$ cat src/hdl/tpse_pkg.sv
// shared types and constants of the tape pulse stream encoder
package tpse_pkg;

  localparam int TPSE_QUEUE_DEPTH = 4;

  localparam logic [30:0] PULSE_LIMIT = 31'h7FFF_FFFF;
  localparam logic [14:0] RUN_MAX     = 15'h7FFF;
  localparam logic [15:0] WORD_FLAG   = 16'h8000;

  typedef enum logic [1:0] {
    OP_PULSE,
    OP_END,
    OP_FLUSH
  } op_kind_t;

  typedef struct packed {
    op_kind_t    kind;
    logic [30:0] len;
  } op_t;

  typedef struct packed {
    logic        word_vld;
    logic        end_vld;
    logic [15:0] word;
  } gen_t;

  typedef enum logic [2:0] {
    F_IDLE,
    F_PIECE,
    F_JOIN,
    F_END,
    F_FLUSH
  } front_state_t;

endpackage

$ cat src/hdl/tpse_front.sv
// front end: takes segments and flushes, builds pulses and queues pulse operations
module tpse_front import tpse_pkg::*; (
  input  logic        clk,
  input  logic        rst_n,
  input  logic        in_tvalid,
  output logic        in_tready,
  input  logic        in_func,
  input  logic [31:0] in_dur,
  input  logic        in_level,
  output op_t         op,
  output logic        op_vld,
  input  logic        op_rdy
);

  front_state_t st_r, st_nxt;
  logic [31:0]  rem_r, rem_nxt;
  logic         lvl_r, lvl_nxt;
  logic         cur_level_r, cur_level_nxt;
  logic [30:0]  cur_length_r, cur_length_nxt;

  logic         last_piece;
  logic [30:0]  piece;
  logic [31:0]  sum;
  logic         done;

  always_ff @(posedge clk) begin
    if (!rst_n) begin
      st_r         <= F_IDLE;
      cur_level_r  <= 1'b0;
      cur_length_r <= '0;
    end else begin
      st_r         <= st_nxt;
      cur_level_r  <= cur_level_nxt;
      cur_length_r <= cur_length_nxt;
    end
  end

  always_ff @(posedge clk) begin
    rem_r <= rem_nxt;
    lvl_r <= lvl_nxt;
  end

  always_comb begin
    st_nxt         = st_r;
    rem_nxt        = rem_r;
    lvl_nxt        = lvl_r;
    cur_level_nxt  = cur_level_r;
    cur_length_nxt = cur_length_r;
    op_vld         = 1'b0;
    op.kind        = OP_END;
    op.len         = '0;
    done           = 1'b0;
    last_piece     = !rem_r[31];
    piece          = last_piece ? rem_r[30:0] : PULSE_LIMIT;
    sum            = {1'b0, cur_length_r} + {1'b0, piece};

    unique case (st_r)
      F_IDLE: begin
      end
      F_PIECE: begin
        if (piece == '0) begin
          op_vld  = 1'b1;
          op.kind = OP_END;
          done    = op_rdy;
        end else if (lvl_r != cur_level_r) begin
          // level change closes the pulse in progress
          op_vld  = 1'b1;
          op.kind = OP_PULSE;
          op.len  = cur_length_r;
          if (op_rdy) begin
            cur_length_nxt = '0;
            cur_level_nxt  = lvl_r;
          end
        end else if (sum[31]) begin
          // too long: cut at the limit, zero joiner follows
          op_vld  = 1'b1;
          op.kind = OP_PULSE;
          op.len  = PULSE_LIMIT;
          if (op_rdy) begin
            cur_length_nxt = sum[30:0] + 31'd1;
            st_nxt         = F_JOIN;
          end
        end else if (last_piece) begin
          op_vld  = 1'b1;
          op.kind = OP_END;
          done    = op_rdy;
          if (op_rdy) begin
            cur_length_nxt = sum[30:0];
          end
        end else begin
          cur_length_nxt = sum[30:0];
          rem_nxt        = rem_r - {1'b0, PULSE_LIMIT};
        end
      end
      F_JOIN: begin
        op_vld  = 1'b1;
        op.kind = OP_PULSE;
        op.len  = '0;
        if (op_rdy) begin
          if (last_piece) begin
            st_nxt = F_END;
          end else begin
            rem_nxt = rem_r - {1'b0, PULSE_LIMIT};
            st_nxt  = F_PIECE;
          end
        end
      end
      F_END: begin
        op_vld  = 1'b1;
        op.kind = OP_END;
        done    = op_rdy;
      end
      F_FLUSH: begin
        op_vld = 1'b1;
        if (cur_length_r != '0) begin
          op.kind = OP_PULSE;
          op.len  = cur_length_r;
          if (op_rdy) begin
            cur_length_nxt = '0;
          end
        end else begin
          op.kind = OP_FLUSH;
          done    = op_rdy;
          if (op_rdy) begin
            cur_level_nxt = 1'b0;
          end
        end
      end
      default: begin
        st_nxt = F_IDLE;
      end
    endcase

    if (done) begin
      st_nxt = F_IDLE;
    end
    in_tready = (st_r == F_IDLE) | done;
    if (in_tvalid && in_tready) begin
      rem_nxt = in_dur;
      lvl_nxt = in_level;
      st_nxt  = in_func ? F_FLUSH : F_PIECE;
    end
  end

endmodule

$ cat src/hdl/tpse_queue.sv
// short queue of pulse operations between front and back end
module tpse_queue import tpse_pkg::*; #(
  parameter int DEPTH = TPSE_QUEUE_DEPTH
) (
  input  logic clk,
  input  logic rst_n,
  input  op_t  push_op,
  input  logic push_vld,
  output logic push_rdy,
  output op_t  pop_op,
  output logic pop_vld,
  input  logic pop
);

  localparam int IdxW = (DEPTH > 1) ? $clog2(DEPTH) : 1;
  localparam int CntW = $clog2(DEPTH + 1);
  localparam logic [IdxW-1:0] LastIdx = IdxW'(DEPTH - 1);
  localparam logic [CntW-1:0] FullCnt = CntW'(DEPTH);

  op_t             mem_r [DEPTH];
  logic [IdxW-1:0] wr_r, wr_nxt;
  logic [IdxW-1:0] rd_r, rd_nxt;
  logic [CntW-1:0] cnt_r, cnt_nxt;
  logic            do_push;
  logic            do_pop;

  assign push_rdy = (cnt_r != FullCnt);
  assign pop_vld  = (cnt_r != '0);
  assign pop_op   = mem_r[rd_r];
  assign do_push  = push_vld & push_rdy;
  assign do_pop   = pop & pop_vld;

  always_comb begin
    wr_nxt  = wr_r;
    rd_nxt  = rd_r;
    cnt_nxt = cnt_r;
    if (do_push) begin
      wr_nxt = (wr_r == LastIdx) ? '0 : wr_r + IdxW'(1);
    end
    if (do_pop) begin
      rd_nxt = (rd_r == LastIdx) ? '0 : rd_r + IdxW'(1);
    end
    case ({do_push, do_pop})
      2'b10:   cnt_nxt = cnt_r + CntW'(1);
      2'b01:   cnt_nxt = cnt_r - CntW'(1);
      default: cnt_nxt = cnt_r;
    endcase
  end

  always_ff @(posedge clk) begin
    if (!rst_n) begin
      wr_r  <= '0;
      rd_r  <= '0;
      cnt_r <= '0;
    end else begin
      wr_r  <= wr_nxt;
      rd_r  <= rd_nxt;
      cnt_r <= cnt_nxt;
    end
  end

  always_ff @(posedge clk) begin
    if (do_push) begin
      mem_r[wr_r] <= push_op;
    end
  end

endmodule

$ cat src/hdl/tpse_back.sv
// back end: run counting of pulses and code word generation
module tpse_back import tpse_pkg::*; (
  input  logic clk,
  input  logic rst_n,
  input  op_t  op,
  input  logic op_vld,
  output logic op_pop,
  output gen_t gen,
  input  logic gen_rdy
);

  logic [14:0] run_count_r, run_count_nxt;
  logic [30:0] run_length_r, run_length_nxt;
  logic [1:0]  ph_r, ph_nxt;

  logic        has_cnt;
  logic        long_len;
  logic [15:0] w1;
  logic [15:0] list0, list1, list2;
  logic [1:0]  last_ph;
  logic        at_last;
  logic        store;

  always_ff @(posedge clk) begin
    if (!rst_n) begin
      run_count_r  <= '0;
      run_length_r <= '0;
      ph_r         <= '0;
    end else begin
      run_count_r  <= run_count_nxt;
      run_length_r <= run_length_nxt;
      ph_r         <= ph_nxt;
    end
  end

  always_comb begin
    has_cnt  = (run_count_r > 15'd1) | (|run_length_r[30:16]);
    long_len = |run_length_r[30:15];
    w1       = long_len ? (WORD_FLAG | {1'b0, run_length_r[30:16]})
                        : {1'b0, run_length_r[14:0]};
    list0    = has_cnt ? (WORD_FLAG | {1'b0, run_count_r}) : w1;
    list1    = has_cnt ? w1 : run_length_r[15:0];
    list2    = run_length_r[15:0];
    last_ph  = {1'b0, has_cnt} + {1'b0, long_len};
    at_last  = (ph_r == last_ph);
    store    = (run_count_r != '0) &&
               !((op.len == run_length_r) && (run_count_r != RUN_MAX));

    run_count_nxt  = run_count_r;
    run_length_nxt = run_length_r;
    ph_nxt         = ph_r;
    op_pop         = 1'b0;
    gen.word_vld   = 1'b0;
    gen.end_vld    = 1'b0;
    case (ph_r)
      2'd0:    gen.word = list0;
      2'd1:    gen.word = list1;
      default: gen.word = list2;
    endcase

    if (op_vld) begin
      unique case (op.kind)
        OP_PULSE: begin
          if (!store) begin
            op_pop = 1'b1;
            if (run_count_r == '0) begin
              run_length_nxt = op.len;
              run_count_nxt  = 15'd1;
            end else begin
              run_count_nxt = run_count_r + 15'd1;
            end
          end else begin
            gen.word_vld = 1'b1;
            if (gen_rdy) begin
              if (at_last) begin
                op_pop         = 1'b1;
                ph_nxt         = '0;
                run_length_nxt = op.len;
                run_count_nxt  = 15'd1;
              end else begin
                ph_nxt = ph_r + 2'd1;
              end
            end
          end
        end
        OP_FLUSH: begin
          if (run_count_r == '0) begin
            gen.end_vld = 1'b1;
            op_pop      = 1'b1;
          end else begin
            gen.word_vld = 1'b1;
            gen.end_vld  = at_last;
            if (gen_rdy) begin
              if (at_last) begin
                op_pop        = 1'b1;
                ph_nxt        = '0;
                run_count_nxt = '0;
              end else begin
                ph_nxt = ph_r + 2'd1;
              end
            end
          end
        end
        OP_END: begin
          gen.end_vld = 1'b1;
          op_pop      = 1'b1;
        end
        default: begin
          op_pop = 1'b1;
        end
      endcase
    end
  end

endmodule

$ cat src/hdl/tpse_out.sv
// output side: holds one word back until its end flag is known, then output register
module tpse_out import tpse_pkg::*; (
  input  logic        clk,
  input  logic        rst_n,
  input  gen_t        gen,
  output logic        gen_rdy,
  output logic        out_tvalid,
  input  logic        out_tready,
  output logic [15:0] out_tdata,
  output logic        out_tlast
);

  logic        h_vld_r, h_vld_nxt;
  logic        h_last_r, h_last_nxt;
  logic [15:0] h_word_r, h_word_nxt;
  logic        o_vld_r, o_vld_nxt;
  logic        o_last_r, o_last_nxt;
  logic [15:0] o_word_r, o_word_nxt;
  logic        o_free;
  logic        move;

  always_comb begin
    o_free  = !o_vld_r | out_tready;
    gen_rdy = !h_vld_r | o_free;
    move    = h_vld_r & o_free & (gen.word_vld | h_last_r);

    o_vld_nxt  = o_vld_r;
    o_last_nxt = o_last_r;
    o_word_nxt = o_word_r;
    h_vld_nxt  = h_vld_r;
    h_last_nxt = h_last_r;
    h_word_nxt = h_word_r;

    if (move) begin
      o_vld_nxt  = 1'b1;
      o_word_nxt = h_word_r;
      o_last_nxt = h_last_r;
    end else if (out_tready) begin
      o_vld_nxt = 1'b0;
    end

    if (gen.word_vld && gen_rdy) begin
      h_vld_nxt  = 1'b1;
      h_word_nxt = gen.word;
      h_last_nxt = gen.end_vld;
    end else if (move) begin
      h_vld_nxt = 1'b0;
    end else if (gen.end_vld && !gen.word_vld && h_vld_r) begin
      h_last_nxt = 1'b1;
    end
  end

  always_ff @(posedge clk) begin
    if (!rst_n) begin
      h_vld_r <= 1'b0;
      o_vld_r <= 1'b0;
    end else begin
      h_vld_r <= h_vld_nxt;
      o_vld_r <= o_vld_nxt;
    end
  end

  always_ff @(posedge clk) begin
    h_last_r <= h_last_nxt;
    h_word_r <= h_word_nxt;
    o_last_r <= o_last_nxt;
    o_word_r <= o_word_nxt;
  end

  assign out_tvalid = o_vld_r;
  assign out_tdata  = o_word_r;
  assign out_tlast  = o_last_r;

endmodule

$ cat src/hdl/tape_pulse_stream_encoder.sv
// top level of the tape pulse stream encoder
//
//  channel | direction | tdata                                   | tuser | tlast
//  in_     | slave     | [31:0] seg_duration, [32] seg_level     | func  | -
//  out_    | master    | [15:0] code_word                        | -     | word_last
//
//  front end: queues pulses and end markers, and adds up a long segment piece by piece
//  a level change closes the pulse, a cut adds a zero joiner, a flush queues any open pulse first
//  the back end emits one code word per cycle while output is ready, and merges equal pulses
//  the front end takes a new item once it has queued the last; up to 18 words per item
//  synchronous active-low reset clears pulse and run state and empties the queue
//  the front end stalls on a full queue only; output stalls back up through the queue
module tape_pulse_stream_encoder import tpse_pkg::*; #(
  parameter int QUEUE_DEPTH = TPSE_QUEUE_DEPTH
) (
  input  logic        clk,
  input  logic        rst_n,
  input  logic        in_tvalid,
  output logic        in_tready,
  input  logic [39:0] in_tdata,   // [31:0] seg_duration, [32] seg_level, [39:33] zero
  input  logic        in_tuser,   // [0] func
  output logic        out_tvalid,
  input  logic        out_tready,
  output logic [15:0] out_tdata,  // [15:0] code_word
  output logic        out_tlast
);

  op_t  f_op;
  logic f_op_vld;
  logic f_op_rdy;
  op_t  q_op;
  logic q_op_vld;
  logic q_pop;
  gen_t gen;
  logic gen_rdy;

  tpse_front u_front (
    .clk       (clk),
    .rst_n     (rst_n),
    .in_tvalid (in_tvalid),
    .in_tready (in_tready),
    .in_func   (in_tuser),
    .in_dur    (in_tdata[31:0]),
    .in_level  (in_tdata[32]),
    .op        (f_op),
    .op_vld    (f_op_vld),
    .op_rdy    (f_op_rdy)
  );

  tpse_queue #(
    .DEPTH (QUEUE_DEPTH)
  ) u_queue (
    .clk      (clk),
    .rst_n    (rst_n),
    .push_op  (f_op),
    .push_vld (f_op_vld),
    .push_rdy (f_op_rdy),
    .pop_op   (q_op),
    .pop_vld  (q_op_vld),
    .pop      (q_pop)
  );

  tpse_back u_back (
    .clk     (clk),
    .rst_n   (rst_n),
    .op      (q_op),
    .op_vld  (q_op_vld),
    .op_pop  (q_pop),
    .gen     (gen),
    .gen_rdy (gen_rdy)
  );

  tpse_out u_out (
    .clk        (clk),
    .rst_n      (rst_n),
    .gen        (gen),
    .gen_rdy    (gen_rdy),
    .out_tvalid (out_tvalid),
    .out_tready (out_tready),
    .out_tdata  (out_tdata),
    .out_tlast  (out_tlast)
  );

endmodule

$ cat config.mk
export PLATFORM = sky130hd
export DESIGN_NAME = tape_pulse_stream_encoder
export DESIGN_NICKNAME = d
export VERILOG_FILES = /design/src/hdl/tpse_pkg.sv /design/src/hdl/tpse_front.sv /design/src/hdl/tpse_queue.sv /design/src/hdl/tpse_back.sv /design/src/hdl/tpse_out.sv /design/src/hdl/tape_pulse_stream_encoder.sv
export SDC_FILE = /design/constraint.sdc
export NUM_CORES = 1
export LEC_CHECK = 0
export BUFFER_PORTS_ARGS = -buffer_cell sky130_fd_sc_hd__buf_4
export CAP_MARGIN = 25
export CORE_MARGIN = 5
export CORE_UTILIZATION = 36
export CTS_BUF_LIST = sky130_fd_sc_hd__clkbuf_8
export CTS_CLUSTER_SIZE = 40
export DETAILED_ROUTE_END_ITERATION = 8
export SYNTH_ARGS = -nofsm -noshare
export SYNTH_HDL_FRONTEND = slang
export SYNTH_SLANG_ARGS = --single-unit
$ cat constraint.sdc
create_clock -name clk -period 8.2 [get_ports clk]
set_input_delay 0 -clock clk [delete_from_list [all_inputs] [get_ports clk]]
set_output_delay 0 -clock clk [all_outputs]
set_load 0.02 [all_outputs]
==> metrics.md <==
| Metric | Value |
|---|---|
| Layout cells sized above 1 | `14.3%` |
| Cells after Synth | `1528` |
| Global-route wire length before repair | `61200 um` |
| Leakage | `6.96 nW` |
| Register area share after synthesis | `49.3%` |
| Top post-synthesis cells by area | `edfxtp_1 37%, dfxtp_1 12%, mux4_2 4.7%` |
| Max Cap Viol | `0` |
| Asr flop ratio synth | `0%` |
| Clock latency at the later pin of the worst-skew pair | `0.60 ns` |
| Final hold vios | `0` |
| Vias in the first global route | `11647` |
| Peak supply drop | `0.195 mV` |
| Drt pass-1 iters | `9` |
| CTS tree | `built` |
| Final ANT Viol Nets | `0` |
| Initial DRC count | `779` |
| Post-synthesis average cell area | `10.4 sq um` |
| GRT overflow | `0` |
| Final period utilization | `66.0%` |
| Fmax | `185 MHz` |
| Die H | `220 um` |
| Placed Area | `0.0169 sq mm` |
| Mapped Area | `0.0159 sq mm` |
| Cts-stage hold buffer count | `37` |
| DRT Wirelength | `38200 um` |
| Overall power | `7.39 mW` |
| Fin nets | `1714` |
| Commonest cells in the synthesized netlist | `199 x edfxtp_1, 170 x nand2_1, 118 x nand3_1, 96 x nor2_1, 94 x dfxtp_1` |
| Port Buffers | `56` |
| Critical path data arrival time | `5.73 ns` |
| Cell accounting for the most synthesized area | `edfxtp_1` |
| Slew at the pin with the worst max-slew slack | `1.01 ns` |
| Initial core utilization | `36.2%` |
| CTS Buf Count | `50` |
| P per Cell Area | `403 mW/mm^2` |
| Fill cells | `4267` |
| Worst path required time | `8.52 ns` |
| GR Util All Layers | `15.6%` |
| Most frequent cell after synthesis | `edfxtp_1` |
| Number of clock sinks | `293` |
| Setup TNS | `0 ns` |
| DIE WIDTH | `220 um` |
| Diodes inserted | `0` |
| Period minus WS final | `5.41 ns` |
| Syn nets | `1625` |
| Average wire per standard cell | `17.0 um` |
| Area Overhead vs Synth | `15.1%` |
| Synth cell types | `86` |
| Crit start category | `register` |
| Hold WS | `0.120 ns` |
| GPL Wtd Cong | `0.849` |
| Rows | `77` |
| Residual DRC count | `0` |
| Clock skew | `0.0250 ns` |
| # resized after CTS | `0` |
| # H-tree levels | `2` |
| Final setup viols | `0` |
| Core area | `0.0440 sq mm` |
| Post-synth EDFFs | `199` |
| Clk slew on worst S/H paths | `0.06 ns` |
| Initial antenna violation count | `0` |
| #FFs+latches synth | `293` |
| Crit. End Element | `register` |
| I/O Pins | `64` |
| Slew Limit Fails | `0` |
| RSZ-0062 raised after global routing | `false` |
| Tightest Hold Check Type | `in2reg` |
| Share of the synthesized area in the top cell type | `37.5%` |
| Vias | `11813` |
| Synth warn | `0` |
| Final cell area excluding filler cells | `0.0183 sq mm` |
| Slew headroom | `31.0%` |
| Worst-path maximum fanout | `64` |
| Post-synth top flop | `edfxtp_1` |
| Status | `finished clean` |
| Number of vias per cell | `5.25` |
| CTS Root Cell | `clkbuf_8` |
| Setup bufs post-CTS | `0` |
| Clk buf depth | `3` |
| Post-detail-place hpwl | `27200 um` |
| Die ar. | `0.0486 sq mm` |
| Pin count of the biggest net entering global routing | `77` |
| WS Path Type | `reg2reg` |
==> final timing paths <==
| path | startpoint | to | slack (ns) | cells after the start |
|---|---|---|---|---|
| worst min register to register | u_out.h_word_r[11]$_DFFE_PP_ | u_out.out_tdata[11]$_DFFE_PP_ | 0.42 | 0 |
| worst max-delay path | u_front.rem_r[31]$_DFFE_PP_ | u_front.rem_r[31]$_DFFE_PP_ | 2.79 | 16 |
| worst max register to register | u_front.rem_r[31]$_DFFE_PP_ | u_front.rem_r[31]$_DFFE_PP_ | 2.79 | 16 |
| worst min-delay path | in_tvalid | u_front.rem_r[31]$_DFFE_PP_ | 0.12 | 4 |
==> cell type report <==
cell class	instances	area [sq um]	share of cell area [%]
clock buffer	53	729	3.98
clock inverter	40	292	1.59
sequential	293	7860	42.9
timing repair buffer	115	962	5.25
inverter	51	191	1.04
tap	592	741	4.04
multi-input combinational	1106	7570	41.3
==> worst max-delay path, stage by stage (launching register included) <==
cell	delay (ns)
edfxtp_1	0.48
buf_4	0.35
or2_2	0.37
ha_1	0.39
a21oi_1	0.28
o21ai_2	0.12
a31oi_1	0.35
o21ai_0	0.28
a2111oi_0	0.91
o21a_1	0.34
a21o_1	0.13
nand2_1	0.05
buf_4	0.23
clkinv_1	0.10
buf_4	0.32
nor4_1	0.13
a21o_1	0.24
==> registers in the layout (all words and copies together) (netlist names), named ones only <==
| name | cells |
|---|---|
| u_out.h_word_r | 16 |
| u_queue.rd_r | 2 |
| u_out.h_vld_r | 1 |
| u_back.run_length_r | 31 |
| u_queue.mem_r | 132 |
| u_queue.wr_r | 2 |
| u_front.cur_length_r | 31 |
| u_queue.cnt_r | 3 |
| u_out.h_last_r | 1 |
| u_out.out_tlast | 1 |
| u_back.ph_r | 2 |
| u_front.lvl_r | 1 |
| u_front.cur_level_r | 1 |
| u_out.out_tdata | 16 |
| u_front.rem_r | 32 |
| u_back.run_count_r | 15 |
| u_out.out_tvalid | 1 |
| u_front.st_r | 3 |
==> routing by layer <==
metal | track usage, % | vias to the layer above | share of wire, %
li1 | - | 5881 | -
met1 | 20.3 | 5600 | 44
met2 | 26.3 | 250 | 47
met3 | 2.50 | 82 | 4.6
met4 | 6.03 | 0 | 3.7
met5 | 0 | - | 0
==> cells in the final DEF (no fill, tap or decap), drive strengths merged, types with 21 or more instances in the layout <==
cell and instances:
a21o 41, a21oi 69, and3 21, buf 75
clkbuf 56, dfxtp 94, dlygate4sd3 37, edfxtp 199
ha 50, inv 71, mux4 33, nand2 170
nand3 118, nand4 35, nor2 96, nor3 30
nor4 31, o21ai 76, or2 34, xnor2 81
xor2 31
==> through the flow <==
| stage | std cells | util, % | setup WS (ns) |
|---|---|---|---|
| after CTS | 2246 | 41.6 | 2.81 |
| after global routing | 2250 | 41.7 | 2.58 |
| final | 2250 | 41.7 | 2.79 |
| after detailed placement | 2116 | 38.4 | 2.84 |
| after global placement | 2115 | 38.4 | 2.89 |
| after floorplan | 1528 | - | 3.07 |
==> report_power, final <==
| part | total (mW) | switching, mW | internal, mW | leakage, nW |
|---|---|---|---|---|
| Combinational | 3.76 | 2.29 | 1.47 | 3.78 |
| Clock | 1.32 | 0.597 | 0.728 | 0.588 |
| Sequential | 2.30 | 0.316 | 1.99 | 2.59 |
==> cells by family (layout without fill, tap and decap cells) <==
logic type      Yosys count  in the layout  share of synthesized area [%]
mux                      50             50                           5.75
compound gates          312            312                           13.2
xor+xnor                112            112                           6.20
buf+inv                 129            259                           3.30
simple gates            580            580                           18.0
flops                   293            293                           49.3
fa+ha+maj                52             52                           4.18
Power figures use the tool's default switching activity.
